--- src/hw/rtl/bkvlp_pkg.sv ---
// Types, constants and codes shared by the bracket key/value parser modules.
`timescale 1ns / 1ps
`default_nettype none

package bkvlp_pkg;

  localparam int unsigned MAX_NAME    = 32;
  localparam int unsigned TOKEN_LIMIT = 50;
  localparam int unsigned NAME_AW     = $clog2(MAX_NAME);

  localparam logic [7:0] CH_CR    = 8'h0D;
  localparam logic [7:0] CH_LF    = 8'h0A;
  localparam logic [7:0] CH_VT    = 8'h0B;
  localparam logic [7:0] CH_FF    = 8'h0C;
  localparam logic [7:0] CH_TAB   = 8'h09;
  localparam logic [7:0] CH_SPACE = 8'h20;
  localparam logic [7:0] CH_HASH  = 8'h23;
  localparam logic [7:0] CH_PLUS  = 8'h2B;
  localparam logic [7:0] CH_MINUS = 8'h2D;
  localparam logic [7:0] CH_ZERO  = 8'h30;
  localparam logic [7:0] CH_NINE  = 8'h39;
  localparam logic [7:0] CH_EQ    = 8'h3D;
  localparam logic [7:0] CH_LBR   = 8'h5B;
  localparam logic [7:0] CH_RBR   = 8'h5D;

  localparam logic [1:0] CFG_NAME_LIMIT  = 2'd0;
  localparam logic [1:0] CFG_VALUE_LIMIT = 2'd1;

  typedef enum logic [1:0] {
    KIND_NAME   = 2'd0,
    KIND_VALUE  = 2'd1,
    KIND_FINISH = 2'd2
  } kind_e;

  typedef enum logic [2:0] {
    ST_COMMENT    = 3'd0,
    ST_BLANK      = 3'd1,
    ST_OK         = 3'd2,
    ST_NO_BRACKET = 3'd3,
    ST_BAD_NAME   = 3'd4,
    ST_NO_EQUALS  = 3'd5,
    ST_TEXT_ENDED = 3'd6
  } rec_status_e;

  typedef enum logic [3:0] {
    PH_BETWEEN         = 4'd0,
    PH_COMMENT         = 4'd1,
    PH_LEAD            = 4'd2,
    PH_NAME            = 4'd3,
    PH_BADLINE         = 4'd4,
    PH_EQUALS          = 4'd5,
    PH_VALUES          = 4'd6,
    PH_AWAIT_BLANK     = 4'd7,
    PH_AWAIT_OK        = 4'd8,
    PH_AWAIT_NOBRACKET = 4'd9,
    PH_AWAIT_BADNAME   = 4'd10,
    PH_AWAIT_NOEQ      = 4'd11
  } phase_e;

  typedef enum logic [1:0] {
    TK_LEAD   = 2'd0,
    TK_SIGN   = 2'd1,
    TK_DIGITS = 2'd2,
    TK_STOP   = 2'd3
  } tok_stage_e;

  typedef enum logic [2:0] {
    CS_IDLE,
    CS_PRE,
    CS_PROC,
    CS_NAME,
    CS_NFIN,
    CS_EOT,
    CS_FLUSH
  } ctrl_state_e;

  typedef enum logic [2:0] {
    OP_NONE,
    OP_LOAD,
    OP_PRE,
    OP_PROC,
    OP_NAME,
    OP_NFIN,
    OP_EOT,
    OP_FLUSH
  } dp_op_e;

  typedef struct packed {
    dp_op_e op;
  } dp_cmd_t;

  typedef struct packed {
    logic can_emit;
    logic pre_done;
    logic eq_go;
    logic name_last;
    logic vlimit_zero;
  } dp_status_t;

  typedef struct packed {
    logic [1:0]  kind;
    logic [15:0] payload;
    logic [15:0] position;
    logic [2:0]  status;
    logic [5:0]  name_len;
    logic [15:0] value_total;
    logic [15:0] rec_bytes;
  } result_t;

endpackage

`default_nettype wire

--- src/hw/rtl/bkvlp_ctrl.sv ---
// Sequencer that walks each accepted byte through its parse steps.
`timescale 1ns / 1ps
`default_nettype none

module bkvlp_ctrl (
  input  wire logic                  clk_i,
  input  wire logic                  rst_ni,
  input  wire logic                  in_valid_i,
  output logic                       in_stall_o,
  input  wire bkvlp_pkg::dp_status_t status_i,
  output bkvlp_pkg::dp_cmd_t         cmd_o
);

  bkvlp_pkg::ctrl_state_e state_q, state_d;

  always_ff @(posedge clk_i or negedge rst_ni) begin
    if (!rst_ni) begin
      state_q <= bkvlp_pkg::CS_IDLE;
    end else begin
      state_q <= state_d;
    end
  end

  // next state
  always_comb begin
    state_d = state_q;
    case (state_q)
      bkvlp_pkg::CS_IDLE: begin
        if (in_valid_i) state_d = bkvlp_pkg::CS_PRE;
      end
      bkvlp_pkg::CS_PRE: begin
        if (status_i.can_emit) begin
          state_d = status_i.pre_done ? bkvlp_pkg::CS_EOT : bkvlp_pkg::CS_PROC;
        end
      end
      bkvlp_pkg::CS_PROC: begin
        if (status_i.can_emit) begin
          state_d = status_i.eq_go ? bkvlp_pkg::CS_NAME : bkvlp_pkg::CS_EOT;
        end
      end
      bkvlp_pkg::CS_NAME: begin
        if (status_i.can_emit && status_i.name_last) begin
          state_d = status_i.vlimit_zero ? bkvlp_pkg::CS_NFIN : bkvlp_pkg::CS_EOT;
        end
      end
      bkvlp_pkg::CS_NFIN: begin
        if (status_i.can_emit) state_d = bkvlp_pkg::CS_EOT;
      end
      bkvlp_pkg::CS_EOT: begin
        if (status_i.can_emit) state_d = bkvlp_pkg::CS_FLUSH;
      end
      bkvlp_pkg::CS_FLUSH: begin
        if (status_i.can_emit) state_d = bkvlp_pkg::CS_IDLE;
      end
      default: state_d = bkvlp_pkg::CS_IDLE;
    endcase
  end

  // outputs
  always_comb begin
    cmd_o.op   = bkvlp_pkg::OP_NONE;
    in_stall_o = (state_q != bkvlp_pkg::CS_IDLE);
    case (state_q)
      bkvlp_pkg::CS_IDLE: begin
        if (in_valid_i) cmd_o.op = bkvlp_pkg::OP_LOAD;
      end
      bkvlp_pkg::CS_PRE: begin
        if (status_i.can_emit) cmd_o.op = bkvlp_pkg::OP_PRE;
      end
      bkvlp_pkg::CS_PROC: begin
        if (status_i.can_emit) cmd_o.op = bkvlp_pkg::OP_PROC;
      end
      bkvlp_pkg::CS_NAME: begin
        if (status_i.can_emit) cmd_o.op = bkvlp_pkg::OP_NAME;
      end
      bkvlp_pkg::CS_NFIN: begin
        if (status_i.can_emit) cmd_o.op = bkvlp_pkg::OP_NFIN;
      end
      bkvlp_pkg::CS_EOT: begin
        if (status_i.can_emit) cmd_o.op = bkvlp_pkg::OP_EOT;
      end
      bkvlp_pkg::CS_FLUSH: begin
        if (status_i.can_emit) cmd_o.op = bkvlp_pkg::OP_FLUSH;
      end
      default: cmd_o.op = bkvlp_pkg::OP_NONE;
    endcase
  end

endmodule

`default_nettype wire

--- src/hw/rtl/bkvlp_datapath.sv ---
// Parse state, name memory, token converter and result staging.
`timescale 1ns / 1ps
`default_nettype none

module bkvlp_datapath (
  input  wire logic                 clk_i,
  input  wire logic                 rst_ni,
  input  wire bkvlp_pkg::dp_cmd_t   cmd_i,
  output bkvlp_pkg::dp_status_t     status_o,
  input  wire logic [7:0]           text_byte_i,
  input  wire logic                 end_of_text_i,
  input  wire logic                 cfg_valid_i,
  input  wire logic [1:0]           cfg_index_i,
  input  wire logic [15:0]          cfg_data_i,
  output logic                      out_valid_o,
  input  wire logic                 out_stall_i,
  output bkvlp_pkg::result_t        out_res_o,
  output logic                      out_last_o
);

  localparam int unsigned NAW = bkvlp_pkg::NAME_AW;

  logic [5:0]  name_limit_q;
  logic [15:0] value_limit_q;

  logic [7:0]  byte_q;
  logic        eot_q;

  bkvlp_pkg::phase_e phase_q, phase_d;
  logic [5:0]  fill_q, fill_d;
  logic [5:0]  trim_q, trim_d;
  logic [31:0] acc_q, acc_d;
  logic [5:0]  tbytes_q, tbytes_d;
  logic [2:0]  tflags_q, tflags_d;
  logic [15:0] vdone_q, vdone_d;
  logic [15:0] bc_q, bc_d;
  logic        pcr_q, pcr_d;
  logic [5:0]  k_q, k_d;

  logic [7:0]  name_mem [bkvlp_pkg::MAX_NAME];
  logic [7:0]  rd_q;
  logic        mem_we;
  logic [NAW-1:0] mem_wa;

  bkvlp_pkg::result_t pend_q, pend_d, res;
  logic        pend_v_q, pend_v_d;
  bkvlp_pkg::result_t out_q;
  logic        out_v_q, out_v_d, out_last_q;

  logic        prod, clr, out_free, can_emit, push_out;
  logic [15:0] bc_inc;
  logic        is_await, is_sep, is_digit;
  logic [5:0]  lim;
  logic [34:0] acc_mul;
  logic [31:0] tok_val;
  logic [15:0] vd_new;
  logic [1:0]  tst;
  logic [2:0]  fin_st;

  function automatic bkvlp_pkg::result_t mk_finish(logic [2:0] st, logic [5:0] trim,
                                                   logic [15:0] vd, logic [15:0] bc);
    bkvlp_pkg::result_t r;
    r.kind        = bkvlp_pkg::KIND_FINISH;
    r.payload     = '0;
    r.position    = '0;
    r.status      = st;
    r.name_len    = (st == bkvlp_pkg::ST_OK) ? trim : 6'd0;
    r.value_total = vd;
    r.rec_bytes   = bc;
    return r;
  endfunction

  always_ff @(posedge clk_i or negedge rst_ni) begin
    if (!rst_ni) begin
      name_limit_q  <= 6'd33;
      value_limit_q <= 16'd16;
    end else if (cfg_valid_i) begin
      if (cfg_index_i == bkvlp_pkg::CFG_NAME_LIMIT) name_limit_q <= cfg_data_i[5:0];
      else if (cfg_index_i == bkvlp_pkg::CFG_VALUE_LIMIT) value_limit_q <= cfg_data_i;
    end
  end

  always_ff @(posedge clk_i) begin
    if (cmd_i.op == bkvlp_pkg::OP_LOAD) begin
      byte_q <= text_byte_i;
      eot_q  <= end_of_text_i;
    end
    if (mem_we) name_mem[mem_wa] <= byte_q;
    rd_q <= name_mem[k_d[NAW-1:0]];
    pend_q <= pend_d;
    if (push_out) begin
      out_q      <= pend_q;
      out_last_q <= (cmd_i.op == bkvlp_pkg::OP_FLUSH);
    end
  end

  always_ff @(posedge clk_i or negedge rst_ni) begin
    if (!rst_ni) begin
      phase_q  <= bkvlp_pkg::PH_BETWEEN;
      fill_q   <= '0;
      trim_q   <= '0;
      acc_q    <= '0;
      tbytes_q <= '0;
      tflags_q <= '0;
      vdone_q  <= '0;
      bc_q     <= '0;
      pcr_q    <= 1'b0;
      k_q      <= '0;
      pend_v_q <= 1'b0;
      out_v_q  <= 1'b0;
    end else begin
      phase_q  <= phase_d;
      fill_q   <= fill_d;
      trim_q   <= trim_d;
      acc_q    <= acc_d;
      tbytes_q <= tbytes_d;
      tflags_q <= tflags_d;
      vdone_q  <= vdone_d;
      bc_q     <= bc_d;
      pcr_q    <= pcr_d;
      k_q      <= k_d;
      pend_v_q <= pend_v_d;
      out_v_q  <= out_v_d;
    end
  end

  assign bc_inc   = (bc_q == 16'hFFFF) ? bc_q : bc_q + 16'd1;
  assign is_await = (phase_q >= bkvlp_pkg::PH_AWAIT_BLANK) &&
                    (phase_q <= bkvlp_pkg::PH_AWAIT_NOEQ);
  assign is_sep   = (byte_q == bkvlp_pkg::CH_CR) || (byte_q == bkvlp_pkg::CH_SPACE) ||
                    (byte_q == bkvlp_pkg::CH_TAB);
  assign is_digit = (byte_q >= bkvlp_pkg::CH_ZERO) && (byte_q <= bkvlp_pkg::CH_NINE);
  assign lim      = (name_limit_q > 6'(bkvlp_pkg::MAX_NAME + 1)) ?
                    6'(bkvlp_pkg::MAX_NAME + 1) : name_limit_q;
  assign acc_mul  = {acc_q, 3'b000} + {2'b00, acc_q, 1'b0} + {31'd0, byte_q[3:0]};
  assign tok_val  = tflags_q[2] ? (32'd0 - acc_q) :
                    (acc_q > 32'h7FFF_FFFF ? 32'h7FFF_FFFF : acc_q);

  assign out_free = !out_v_q || !out_stall_i;
  assign can_emit = !pend_v_q || out_free;

  always_comb begin
    phase_d  = phase_q;
    fill_d   = fill_q;
    trim_d   = trim_q;
    acc_d    = acc_q;
    tbytes_d = tbytes_q;
    tflags_d = tflags_q;
    vdone_d  = vdone_q;
    bc_d     = bc_q;
    pcr_d    = pcr_q;
    k_d      = k_q;
    mem_we   = 1'b0;
    mem_wa   = fill_q[NAW-1:0];
    prod     = 1'b0;
    clr      = 1'b0;
    res      = mk_finish(bkvlp_pkg::ST_OK, trim_q, vdone_q, bc_q);
    vd_new   = vdone_q;
    tst      = tflags_q[1:0];
    fin_st   = bkvlp_pkg::ST_TEXT_ENDED;

    case (cmd_i.op)
      bkvlp_pkg::OP_PRE: begin
        if (is_await) begin
          prod = 1'b1;
          clr  = 1'b1;
          res  = mk_finish(3'(phase_q - 4'd6), trim_q, vdone_q,
                           (byte_q == bkvlp_pkg::CH_LF) ? bc_inc : bc_q);
        end
      end
      bkvlp_pkg::OP_PROC: begin
        bc_d = bc_inc;
        k_d  = '0;
        case (phase_q)
          bkvlp_pkg::PH_BETWEEN: begin
            if (byte_q == bkvlp_pkg::CH_HASH) begin
              phase_d = bkvlp_pkg::PH_COMMENT;
              pcr_d   = 1'b0;
            end else if (byte_q == bkvlp_pkg::CH_CR) begin
              phase_d = bkvlp_pkg::PH_AWAIT_BLANK;
            end else if (byte_q == bkvlp_pkg::CH_LBR) begin
              phase_d = bkvlp_pkg::PH_LEAD;
            end
          end
          bkvlp_pkg::PH_COMMENT: begin
            if (pcr_q && byte_q == bkvlp_pkg::CH_LF) begin
              prod = 1'b1;
              clr  = 1'b1;
              res  = mk_finish(bkvlp_pkg::ST_COMMENT, trim_q, vdone_q, bc_inc);
            end else begin
              pcr_d = (byte_q == bkvlp_pkg::CH_CR);
            end
          end
          bkvlp_pkg::PH_LEAD, bkvlp_pkg::PH_NAME: begin
            if (phase_q == bkvlp_pkg::PH_LEAD &&
                (byte_q == bkvlp_pkg::CH_LBR || byte_q == bkvlp_pkg::CH_SPACE)) begin
              phase_d = phase_q;
            end else if (byte_q == bkvlp_pkg::CH_RBR) begin
              phase_d = (trim_q == 6'd0 || trim_q >= lim) ? bkvlp_pkg::PH_BADLINE
                                                          : bkvlp_pkg::PH_EQUALS;
            end else if (byte_q == bkvlp_pkg::CH_CR) begin
              phase_d = bkvlp_pkg::PH_AWAIT_NOBRACKET;
            end else begin
              phase_d = bkvlp_pkg::PH_NAME;
              mem_we  = (fill_q < 6'(bkvlp_pkg::MAX_NAME));
              if (fill_q <= 6'(bkvlp_pkg::MAX_NAME)) fill_d = fill_q + 6'd1;
              if (byte_q != bkvlp_pkg::CH_SPACE) trim_d = fill_d;
            end
          end
          bkvlp_pkg::PH_BADLINE: begin
            if (byte_q == bkvlp_pkg::CH_CR) phase_d = bkvlp_pkg::PH_AWAIT_BADNAME;
          end
          bkvlp_pkg::PH_EQUALS: begin
            if (byte_q == bkvlp_pkg::CH_CR) phase_d = bkvlp_pkg::PH_AWAIT_NOEQ;
          end
          bkvlp_pkg::PH_VALUES: begin
            if (pcr_q && byte_q == bkvlp_pkg::CH_LF) begin
              prod = 1'b1;
              clr  = 1'b1;
              res  = mk_finish(bkvlp_pkg::ST_OK, trim_q, vdone_q, bc_inc);
            end else if (is_sep) begin
              pcr_d = 1'b0;
              if (tbytes_q != 6'd0 && tbytes_q < 6'(bkvlp_pkg::TOKEN_LIMIT)) begin
                prod             = 1'b1;
                vd_new           = vdone_q + 16'd1;
                res.kind         = bkvlp_pkg::KIND_VALUE;
                res.payload      = tok_val[15:0];
                res.position     = vdone_q;
                res.status       = bkvlp_pkg::ST_OK;
                res.name_len     = trim_q;
                res.value_total  = vd_new;
                res.rec_bytes    = bc_inc;
              end
              vdone_d  = vd_new;
              acc_d    = '0;
              tbytes_d = '0;
              tflags_d = '0;
              if (vd_new >= value_limit_q) phase_d = bkvlp_pkg::PH_AWAIT_OK;
              else pcr_d = 1'b1;
            end else begin
              pcr_d = 1'b0;
              if (tbytes_q < 6'(bkvlp_pkg::TOKEN_LIMIT)) tbytes_d = tbytes_q + 6'd1;
              if (tst == bkvlp_pkg::TK_LEAD) begin
                if (byte_q == bkvlp_pkg::CH_LF || byte_q == bkvlp_pkg::CH_VT ||
                    byte_q == bkvlp_pkg::CH_FF) begin
                  tst = bkvlp_pkg::TK_LEAD;
                end else if (byte_q == bkvlp_pkg::CH_PLUS ||
                             byte_q == bkvlp_pkg::CH_MINUS) begin
                  tflags_d = {byte_q == bkvlp_pkg::CH_MINUS, bkvlp_pkg::TK_SIGN};
                end else begin
                  tst = bkvlp_pkg::TK_SIGN;
                end
              end
              if (tst == bkvlp_pkg::TK_SIGN || tst == bkvlp_pkg::TK_DIGITS) begin
                if (is_digit) begin
                  acc_d = (acc_mul > 35'h0_8000_0000) ? 32'h8000_0000 : acc_mul[31:0];
                  tflags_d = {tflags_q[2], bkvlp_pkg::TK_DIGITS};
                end else begin
                  tflags_d = {tflags_q[2], bkvlp_pkg::TK_STOP};
                end
              end
            end
          end
          default: clr = 1'b1;
        endcase
      end
      bkvlp_pkg::OP_NAME: begin
        prod            = 1'b1;
        res.kind        = bkvlp_pkg::KIND_NAME;
        res.payload     = {8'd0, rd_q};
        res.position    = {10'd0, k_q};
        res.status      = bkvlp_pkg::ST_OK;
        res.name_len    = trim_q;
        res.value_total = '0;
        res.rec_bytes   = bc_q;
        k_d             = k_q + 6'd1;
        // enter the value part once the last name byte goes out, unless value_limit is zero
        if (k_d == trim_q && value_limit_q != 16'd0) begin
          phase_d  = bkvlp_pkg::PH_VALUES;
          acc_d    = '0;
          tbytes_d = '0;
          tflags_d = '0;
          pcr_d    = 1'b0;
        end
      end
      bkvlp_pkg::OP_NFIN: begin
        prod = 1'b1;
        clr  = 1'b1;
        res  = mk_finish(bkvlp_pkg::ST_OK, trim_q, vdone_q, bc_q);
      end
      bkvlp_pkg::OP_EOT: begin
        if (phase_q == bkvlp_pkg::PH_VALUES) fin_st = bkvlp_pkg::ST_OK;
        else if (phase_q == bkvlp_pkg::PH_BADLINE) fin_st = bkvlp_pkg::ST_BAD_NAME;
        else if (is_await) fin_st = 3'(phase_q - 4'd6);
        if (eot_q && (phase_q != bkvlp_pkg::PH_BETWEEN || bc_q != 16'd0)) begin
          prod = 1'b1;
          res  = mk_finish(fin_st, trim_q, vdone_q, bc_q);
        end
        clr = eot_q;
      end
      default: begin
      end
    endcase

    if (clr) begin
      phase_d  = bkvlp_pkg::PH_BETWEEN;
      fill_d   = '0;
      trim_d   = '0;
      acc_d    = '0;
      tbytes_d = '0;
      tflags_d = '0;
      vdone_d  = '0;
      bc_d     = '0;
      pcr_d    = 1'b0;
    end
  end

  // stage each result one step so the last one of a byte can be marked
  always_comb begin
    push_out = pend_v_q && (prod || cmd_i.op == bkvlp_pkg::OP_FLUSH);
    pend_d   = prod ? res : pend_q;
    pend_v_d = prod ? 1'b1 : (cmd_i.op == bkvlp_pkg::OP_FLUSH ? 1'b0 : pend_v_q);
    if (push_out) out_v_d = 1'b1;
    else if (out_v_q && !out_stall_i) out_v_d = 1'b0;
    else out_v_d = out_v_q;
  end

  assign status_o.can_emit    = can_emit;
  assign status_o.pre_done    = is_await && (byte_q == bkvlp_pkg::CH_LF);
  assign status_o.eq_go       = (phase_q == bkvlp_pkg::PH_EQUALS) &&
                                (byte_q == bkvlp_pkg::CH_EQ);
  assign status_o.name_last   = ((k_q + 6'd1) == trim_q);
  assign status_o.vlimit_zero = (value_limit_q == 16'd0);

  assign out_valid_o = out_v_q;
  assign out_res_o   = out_q;
  assign out_last_o  = out_last_q;

endmodule

`default_nettype wire

--- src/hw/rtl/bracket_key_value_line_parser_unit.sv ---
// Top level of the bracket key/value settings parser.
//
//  channel | direction | handshake                 | payload
//  in      | into      | in_valid_i / in_stall_o   | text_byte_i, end_of_text_i
//  out     | out of    | out_valid_o / out_stall_i | kind_o .. run_last_o
//  cfg     | into      | cfg_valid_i / cfg_ready_o | cfg_index_i, cfg_data_i
//
// One byte at a time: each byte goes through accept, leftover-record finish,
// parse, text-end finish and final flush; an LF that closes a record waiting
// for it skips the parse step. An '=' after an accepted name adds a name step
// per name character, and a name-finish step when value_limit is zero.
// Each step after accept waits while an earlier result of the byte is staged
// behind a stalled output. Reset clears the parse state; the name memory
// needs no clearing.
`timescale 1ns / 1ps
`default_nettype none

module bracket_key_value_line_parser_unit (
  input  wire logic        clk_i,
  input  wire logic        rst_ni,
  input  wire logic        in_valid_i,
  output logic             in_stall_o,
  input  wire logic [7:0]  text_byte_i,
  input  wire logic        end_of_text_i,
  output logic             out_valid_o,
  input  wire logic        out_stall_i,
  output logic [1:0]       kind_o,
  output logic [15:0]      payload_o,
  output logic [15:0]      position_o,
  output logic [2:0]       record_status_o,
  output logic [5:0]       name_length_o,
  output logic [15:0]      value_total_o,
  output logic [15:0]      record_bytes_o,
  output logic             run_last_o,
  input  wire logic        cfg_valid_i,
  output logic             cfg_ready_o,
  input  wire logic [1:0]  cfg_index_i,
  input  wire logic [15:0] cfg_data_i
);

  bkvlp_pkg::dp_cmd_t    cmd;
  bkvlp_pkg::dp_status_t status;
  bkvlp_pkg::result_t    res;

  assign cfg_ready_o = 1'b1;

  bkvlp_ctrl u_ctrl (
    .clk_i      (clk_i),
    .rst_ni     (rst_ni),
    .in_valid_i (in_valid_i),
    .in_stall_o (in_stall_o),
    .status_i   (status),
    .cmd_o      (cmd)
  );

  bkvlp_datapath u_dp (
    .clk_i         (clk_i),
    .rst_ni        (rst_ni),
    .cmd_i         (cmd),
    .status_o      (status),
    .text_byte_i   (text_byte_i),
    .end_of_text_i (end_of_text_i),
    .cfg_valid_i   (cfg_valid_i),
    .cfg_index_i   (cfg_index_i),
    .cfg_data_i    (cfg_data_i),
    .out_valid_o   (out_valid_o),
    .out_stall_i   (out_stall_i),
    .out_res_o     (res),
    .out_last_o    (run_last_o)
  );

  assign kind_o          = res.kind;
  assign payload_o       = res.payload;
  assign position_o      = res.position;
  assign record_status_o = res.status;
  assign name_length_o   = res.name_len;
  assign value_total_o   = res.value_total;
  assign record_bytes_o  = res.rec_bytes;

endmodule

`default_nettype wire

--- config.mk ---
export PLATFORM = sky130hd
export DESIGN_NAME = bracket_key_value_line_parser_unit
export DESIGN_NICKNAME = d
export VERILOG_FILES = /design/src/hw/rtl/bkvlp_pkg.sv /design/src/hw/rtl/bkvlp_ctrl.sv /design/src/hw/rtl/bkvlp_datapath.sv /design/src/hw/rtl/bracket_key_value_line_parser_unit.sv
export SDC_FILE = /design/constraint.sdc
export NUM_CORES = 1
export LEC_CHECK = 0
export BUFFER_PORTS_ARGS = -buffer_cell sky130_fd_sc_hd__buf_2
export CAP_MARGIN = 30
export CELL_PAD_IN_SITES_DETAIL_PLACEMENT = 0
export CELL_PAD_IN_SITES_GLOBAL_PLACEMENT = 1
export CORE_MARGIN = 8
export CORE_UTILIZATION = 50
export CTS_CLUSTER_DIAMETER = 40
export DETAILED_ROUTE_END_ITERATION = 8
export HOLD_SLACK_MARGIN = 0.12
export PLACE_DENSITY_LB_ADDON = 0.3
export SLEW_MARGIN = 20
export SYNTH_ARGS = -nofsm -noshare
export SYNTH_HDL_FRONTEND = slang
export SYNTH_HIERARCHICAL = 1
export SYNTH_SLANG_ARGS = --single-unit
--- constraint.sdc ---
create_clock -name clk_i -period 10.9 [get_ports clk_i]
set_input_delay 1.635 -clock clk_i [delete_from_list [all_inputs] [get_ports clk_i]]
set_output_delay 1.635 -clock clk_i [all_outputs]
set_load 0.005 [all_outputs]
# Word level (Yosys, flattened, before mapping)

Memory sizes are Yosys's and may differ from the RTL's. A register that Yosys moved wholly into a read port is not among the register bits.
Index checks and enable logic that the tools add are counted.

Bits in registers: 283
Memories: 1
Output and inout bits: 79
Word-level logic and storage cells: 339
Bits of input ports: 32
RAM bits: 256

Magnitude comparators: 12
Bitwise gates (word level): 1
Eq/ne operators: 74
Multiplexer cells: 145
Add/subtract/negate cells: 9
Reduce and logical (&&, ||, !) cells: 63

Memories:

| memory        | words | width | rd ports | clocked after Yosys merged registers in | wr ports | line                 | text |
|---|---|---|---|---|---|---|---|
| u_dp.name_mem | 32    | 8     | 1        | 1                                       | 1        | bkvlp_datapath.sv:40 | `logic [7:0] name_mem [bkvlp_pkg::MAX_NAME];` |

Operators by type and width:

| operator                                                         | number |
|---|---|
| case mux 75 bit (4 select lines)                                 | 1 |
| two-way mux 16 bit                                               | 16 |
| two-way mux 32 bit                                               | 8 |
| two-way mux 75 bit                                               | 3 |
| case mux 75 bit (2 select lines)                                 | 1 |
| two-way mux 6 bit                                                | 23 |
| two-way mux 41 bit                                               | 2 |
| two-way mux 3 bit                                                | 26 |
| case mux 32 bit (2 select lines)                                 | 1 |
| two-way mux 4 bit                                                | 13 |
| case mux 3 bit (7 select lines)                                  | 2 |
| == test 8 x 4 -> 1 bit (second input constant)                   | 5 |
| == test 8 x 6 -> 1 bit (second input constant)                   | 5 |
| two-way mux 40 bit                                               | 1 |
| adder 35 x 33 -> 35 bit                                          | 1 |
| adder 35 x 4 -> 35 bit                                           | 1 |
| greater-than comparator 35 x 32 -> 1 bit (second input constant) | 1 |
| adder 16 x 1 -> 16 bit (second input constant)                   | 2 |
| greater-than comparator 32 x 31 -> 1 bit (second input constant) | 1 |
| nonzero test 16 bit                                              | 2 |
| two-way mux 1 bit                                                | 28 |
| inequality test 4 x 2 -> 1 bit (second input constant)           | 7 |
| case mux 6 bit (2 select lines)                                  | 2 |
| == test 3 bit (second input constant)                            | 7 |
| other kinds (63)                                                 | 145 |

# Logic depth before layout (Yosys ltp)

Depth in word-level cells: 17
Depth in mapped cells: 17
Gate-level depth less buffers: 17

# By module

The synthesis kept the hierarchy.

Modules (own cells, without submodules):

| module                             | seq. area each (µm²) | instances | area each (µm²) | cells each |
|---|---|---|---|---|
| bkvlp_datapath                     | 15658.8              | 1         | 25857.3         | 2263 |
| bkvlp_ctrl                         | 75.1                 | 1         | 299.0           | 38 |
| bracket_key_value_line_parser_unit | 0.0                  | 1         | 11.3            | 2 |

# Worst setup path before layout

OpenSTA, ideal clock, no wires.

Path type: input -> register
From: input port out_stall_i
To: register u_dp.out_last_q, in the netlist u_dp/out_last_o, enable pin
Data required time: 10.271 ns
Slack: 1.921 ns
Buffers on the path: 2
Library setup time: 0.629 ns
Arrival: 8.350 ns
Stages: 9
Cell sequence: nand3_1 > buf_4 > o21ai_0 > a21oi_1 > buf_2 > nand2_1 > o21ai_0 > a22oi_1 > a21boi_0

RTL lines:

| what                 | line                                     | text |
|---|---|---|
| from (decl)          | bracket_key_value_line_parser_unit.sv:26 | `input wire logic out_stall_i,` |
| to (signal assigned) | bkvlp_datapath.sv:93                     | `out_last_q <= (cmd_i.op == bkvlp_pkg::OP_FLUSH);` |
| to (decl)            | bkvlp_datapath.sv:48                     | `logic out_v_q, out_v_d, out_last_q;` |

==> metrics.log <==
INFO  metric start_util = 50.20%
INFO  metric count_of_h_tree_levels_built_during_cts = 3
INFO  metric final_layout_size_suffix_gt1_share = 15.24%
INFO  metric fin_tns_setup = 0 ns
INFO  metric tightestPinTransition = 0.9734 ns
INFO  metric grt_pass1_wl = 100.1 mm
INFO  metric wl = 63.29 mm
INFO  metric synth_top_area_cell = sky130_fd_sc_hd__edfxtp_1
INFO  metric groute.usage.overall = 20.87%
INFO  metric cts_num_sinks = 547
INFO  metric tritoncts.num_buffers = 82
INFO  metric die_h = 244.8 um
INFO  metric timing.critical_path.required = 11.40 ns
INFO  metric clock_path_buffers = 3
INFO  metric num_rows = 84
INFO  metric synth_edf_count = 416
INFO  metric setup_viol = 0
INFO  metric worstSetupStartpointType = input port
INFO  metric synth.ff_latch_count = 547
INFO  metric clock-root-buffer = sky130_fd_sc_hd__clkbuf_16
INFO  metric grt_max_degree = 98
INFO  metric maxClockFrequency = 164.9 MHz
INFO  metric port_buffers = 109
INFO  metric cp.arrival = 6.57 ns
INFO  metric overflow = 0
INFO  metric synthDominantCellAreaShare = 47.74%
INFO  metric setup_repair_after_global_routing_missed_its_margin = false
INFO  metric clk_pin_slew = 0.06 ns
INFO  metric detail-route-antenna-nets = 0
INFO  metric synth.net_count = 2,434
INFO  metric syn2layout_area_growth = 15.58%
INFO  metric final_max_slew_viol_count = 0
INFO  metric route.detailed.vias_per_inst = 5.769
INFO  metric worst-path-max-fanout = 66
INFO  metric setup.worst_path.end_class = register
INFO  metric layout.nets = 2,536
INFO  metric coreArea = 52,130 um2
INFO  metric clock_skews = 0.03094 ns
INFO  metric yosys.cell_types.count = 95
INFO  metric post-route-min-period = 6.065 ns
INFO  metric post_layout_nonfiller_instances = 3,163
INFO  metric gpl.final_weighted_congestion = 0.8928
INFO  metric cts_setup_buffers = 0
INFO  metric cts_tree = yes
INFO  metric fill_cells = 4,284
INFO  metric share_of_synthesized_registers_carrying_an_async_set_or_reset = 22.49%
INFO  metric post_synth_inst_count = 2,303
INFO  metric io-pin-count = 111
INFO  metric min_path_cells = 0
INFO  metric drc = 0
INFO  metric fp.dieW = 244.8 um
INFO  metric synth.cell_area = 26,170 um2
INFO  metric post_cts.resized_instances = 0
INFO  metric finalHoldViolCount = 0
INFO  metric relSlewSlack = 34.87%
INFO  metric synth.yosys.seq_area_share = 60.13%
INFO  metric holdCritPathClass = register to register
INFO  metric first_pass_iteration_count_of_the_detailed_router = 6
INFO  metric hpwl = 40.96 mm
INFO  metric drv.max_cap_violation_count = 0
INFO  metric route.detailed.wl_per_inst = 20.01 um
INFO  metric status = finished, final reports clean
INFO  metric die-area = 59,910 um2
INFO  metric p_per_area = 306.8 nW/um2
INFO  metric antenna_found_initial = 2
INFO  metric leakage = 11.95 nW
INFO  metric postSynthAreaPerCell = 11.36 um2
INFO  metric routed-via-count = 18,250
INFO  metric drt_first_iter_violations = 1,486
INFO  metric ir_drop = 0.1750 mV
INFO  metric worst_skew_pair.late_latency = 0.61 ns
INFO  metric worstRegToRegCells = 14
INFO  metric layout_worst_path_cycle_share = 55.65%
INFO  metric ys_dominant_reg_cell = sky130_fd_sc_hd__edfxtp_1
INFO  metric number_of_buffers_inserted_by_hold_repair_at_cts = 0
INFO  metric first_global_vias = 17,640
INFO  metric synthTopCellsByArea = sky130_fd_sc_hd__edfxtp_1, sky130_fd_sc_hd__dfrtp_1, sky130_fd_sc_hd__nand2_1
INFO  metric ys.warnings.count = 6
INFO  metric regArea = 15,730 um2
INFO  metric multi_input_comb_area = 9694 um2
INFO  metric placed_cells_incl_taps = 3,002
INFO  metric type_of_the_worst_setup_path = input port to register
[registers in the layout (all words and copies together) (netlist names), 3 cells and up]
name	cells
u_ctrl/state_q	3
u_dp/acc_q	32
u_dp/bc_q	16
u_dp/byte_q	8
u_dp/fill_q	6
u_dp/k_q	6
u_dp/name_limit_q	6
u_dp/name_mem	256
u_dp/out_res_o	75
u_dp/pend_q	75
u_dp/phase_q	4
u_dp/rd_q	8
u_dp/tbytes_q	6
u_dp/tflags_q	3
u_dp/trim_q	6
u_dp/value_limit_q	16
u_dp/vdone_q	16
[cells in the mapped netlist, drive strengths merged, types with 17 or more instances]
| master | n |
|---|---|
| nor3 | 32 |
| inv | 60 |
| o21ai | 110 |
| and3 | 54 |
| a21oi | 93 |
| a21o | 27 |
| nor4 | 19 |
| xnor2 | 43 |
| edfxtp | 416 |
| ha | 97 |
| dfrtp | 120 |
| a31oi | 24 |
| or3 | 17 |
| buf | 63 |
| nand3 | 111 |
| xor2 | 48 |
| nand4 | 19 |
| clkbuf | 59 |
| nor2 | 147 |
| mux2 | 34 |
| nand2 | 438 |
| a311oi | 64 |
[placed cells by master, fill, tap and decap left out, drive strengths merged, types with 8 or more instances in the layout]
cell      Yosys  layout
nand2b       12      12
a21o         27      27
a31oi        24      24
clkbuf       59      91
nand4        19      19
o22ai        11      11
nor4         19      19
edfxtp      416     416
a311oi       64      64
mux2         34      34
and2         15      15
a211oi       14      14
nor2b        15      15
nand2       438     438
xor2         48      48
o21ai       110     110
inv          60      74
buf          63     140
ha           97      97
dfxtp         8       8
xnor2        43      43
o31ai         9       9
clkinvlp      0      10
nor3         32      32
and3         54      54
nand3       111     111
dfrtp       120     120
clkinv        2      29
bufinv        0      10
or3          17      17
a21oi        93      93
nor2        147     147
o211ai        9       9
[routing by layer]
layer	vias to the layer above	GRT usage, %	wire length, um
li1	8662	-	-
met1	8912	28.42	27850
met2	584	33.65	30040
met3	86	4.011	4020
met4	2	6.625	1358
met5	-	0	12
[worst paths after layout]
path                                          to             start  slack [ns]
setup / recovery                    u_dp/rd_q[1]       out_stall_i        4.83
hold / removal                u_dp/out_res_o[62]   u_dp/pend_q[62]        0.41
setup reg to reg                    u_dp/rd_q[1]  u_dp/out_valid_o        5.53
hold reg to reg               u_dp/out_res_o[62]   u_dp/pend_q[62]        0.41
max in group asynchronous         u_dp/acc_q[14]            rst_ni        8.51
min in group asynchronous  u_dp/value_limit_q[0]            rst_ni        1.13
[metrics by stage]
stage	utilization (%)	setup slack (ns)	area, um2	power [mW]	hold WS (ns)
2_1_floorplan	-	1.921	26170	5.588	0.4003
3_3_place_gp	52.25	4.144	27240	6.512	0.4012
3_5_place_dp	52.31	4.036	27270	6.584	0.4045
4_1_cts	57.81	4.599	30140	9.319	0.4128
5_1_grt	58.01	4.428	30240	9.830	0.4215
6_report	58.02	4.835	30250	9.280	0.4105
[where the power goes]
group          leakage [nW]  internal (mW)  total, mW  switching (mW)
Sequential             5.51           2.98       3.29           0.306
Clock                  1.38           1.70       2.69           0.997
Combinational          5.07           1.06       3.30            2.24
[logic make-up (layout without fill, tap and decap cells)]
group / Yosys count / in the layout / synth area share [%]
XOR/XNOR: 91 / 91 / 3.046
other: 1 / 3 / 0.01433
flip-flops: 547 / 547 / 60.13
adder cells (fa/ha/maj): 99 / 99 / 4.791
AO/OA/AOI/OAI: 419 / 419 / 10.89
buffers and inverters: 184 / 354 / 3.060
multiplexers: 41 / 41 / 1.731
AND/OR/NAND/NOR: 921 / 921 / 16.34
[cell type report]
| cell class | count | area share, % |
|---|---|---|
| sequential | 547 | 52.02 |
| multi-input combinational | 1572 | 32.05 |
| clock buffer | 91 | 7.140 |
| tap | 688 | 2.846 |
| timing repair buffer | 140 | 2.797 |
| clock inverter | 61 | 2.354 |
| inverter | 62 | 0.7736 |
| antenna | 2 | 0.01655 |
[worst max-delay path, stage by stage]
cell                       delay (ns)
sky130_fd_sc_hd__buf_2           0.11
sky130_fd_sc_hd__nand3_1         0.22
sky130_fd_sc_hd__o21ai_0         0.18
sky130_fd_sc_hd__a21oi_2         0.54
sky130_fd_sc_hd__nand3b_1        0.63
sky130_fd_sc_hd__nand2_4         0.77
sky130_fd_sc_hd__clkinv_2        0.61
sky130_fd_sc_hd__buf_4           0.48
sky130_fd_sc_hd__buf_12          0.25
sky130_fd_sc_hd__nand2_1         0.10
sky130_fd_sc_hd__and3_1          0.16
sky130_fd_sc_hd__a311oi_1        0.05
sky130_fd_sc_hd__a311oi_1        0.32
sky130_fd_sc_hd__a21oi_1         0.15
sky130_fd_sc_hd__a21o_1          0.21
Note: power is estimated with default switching activity, not from simulation.
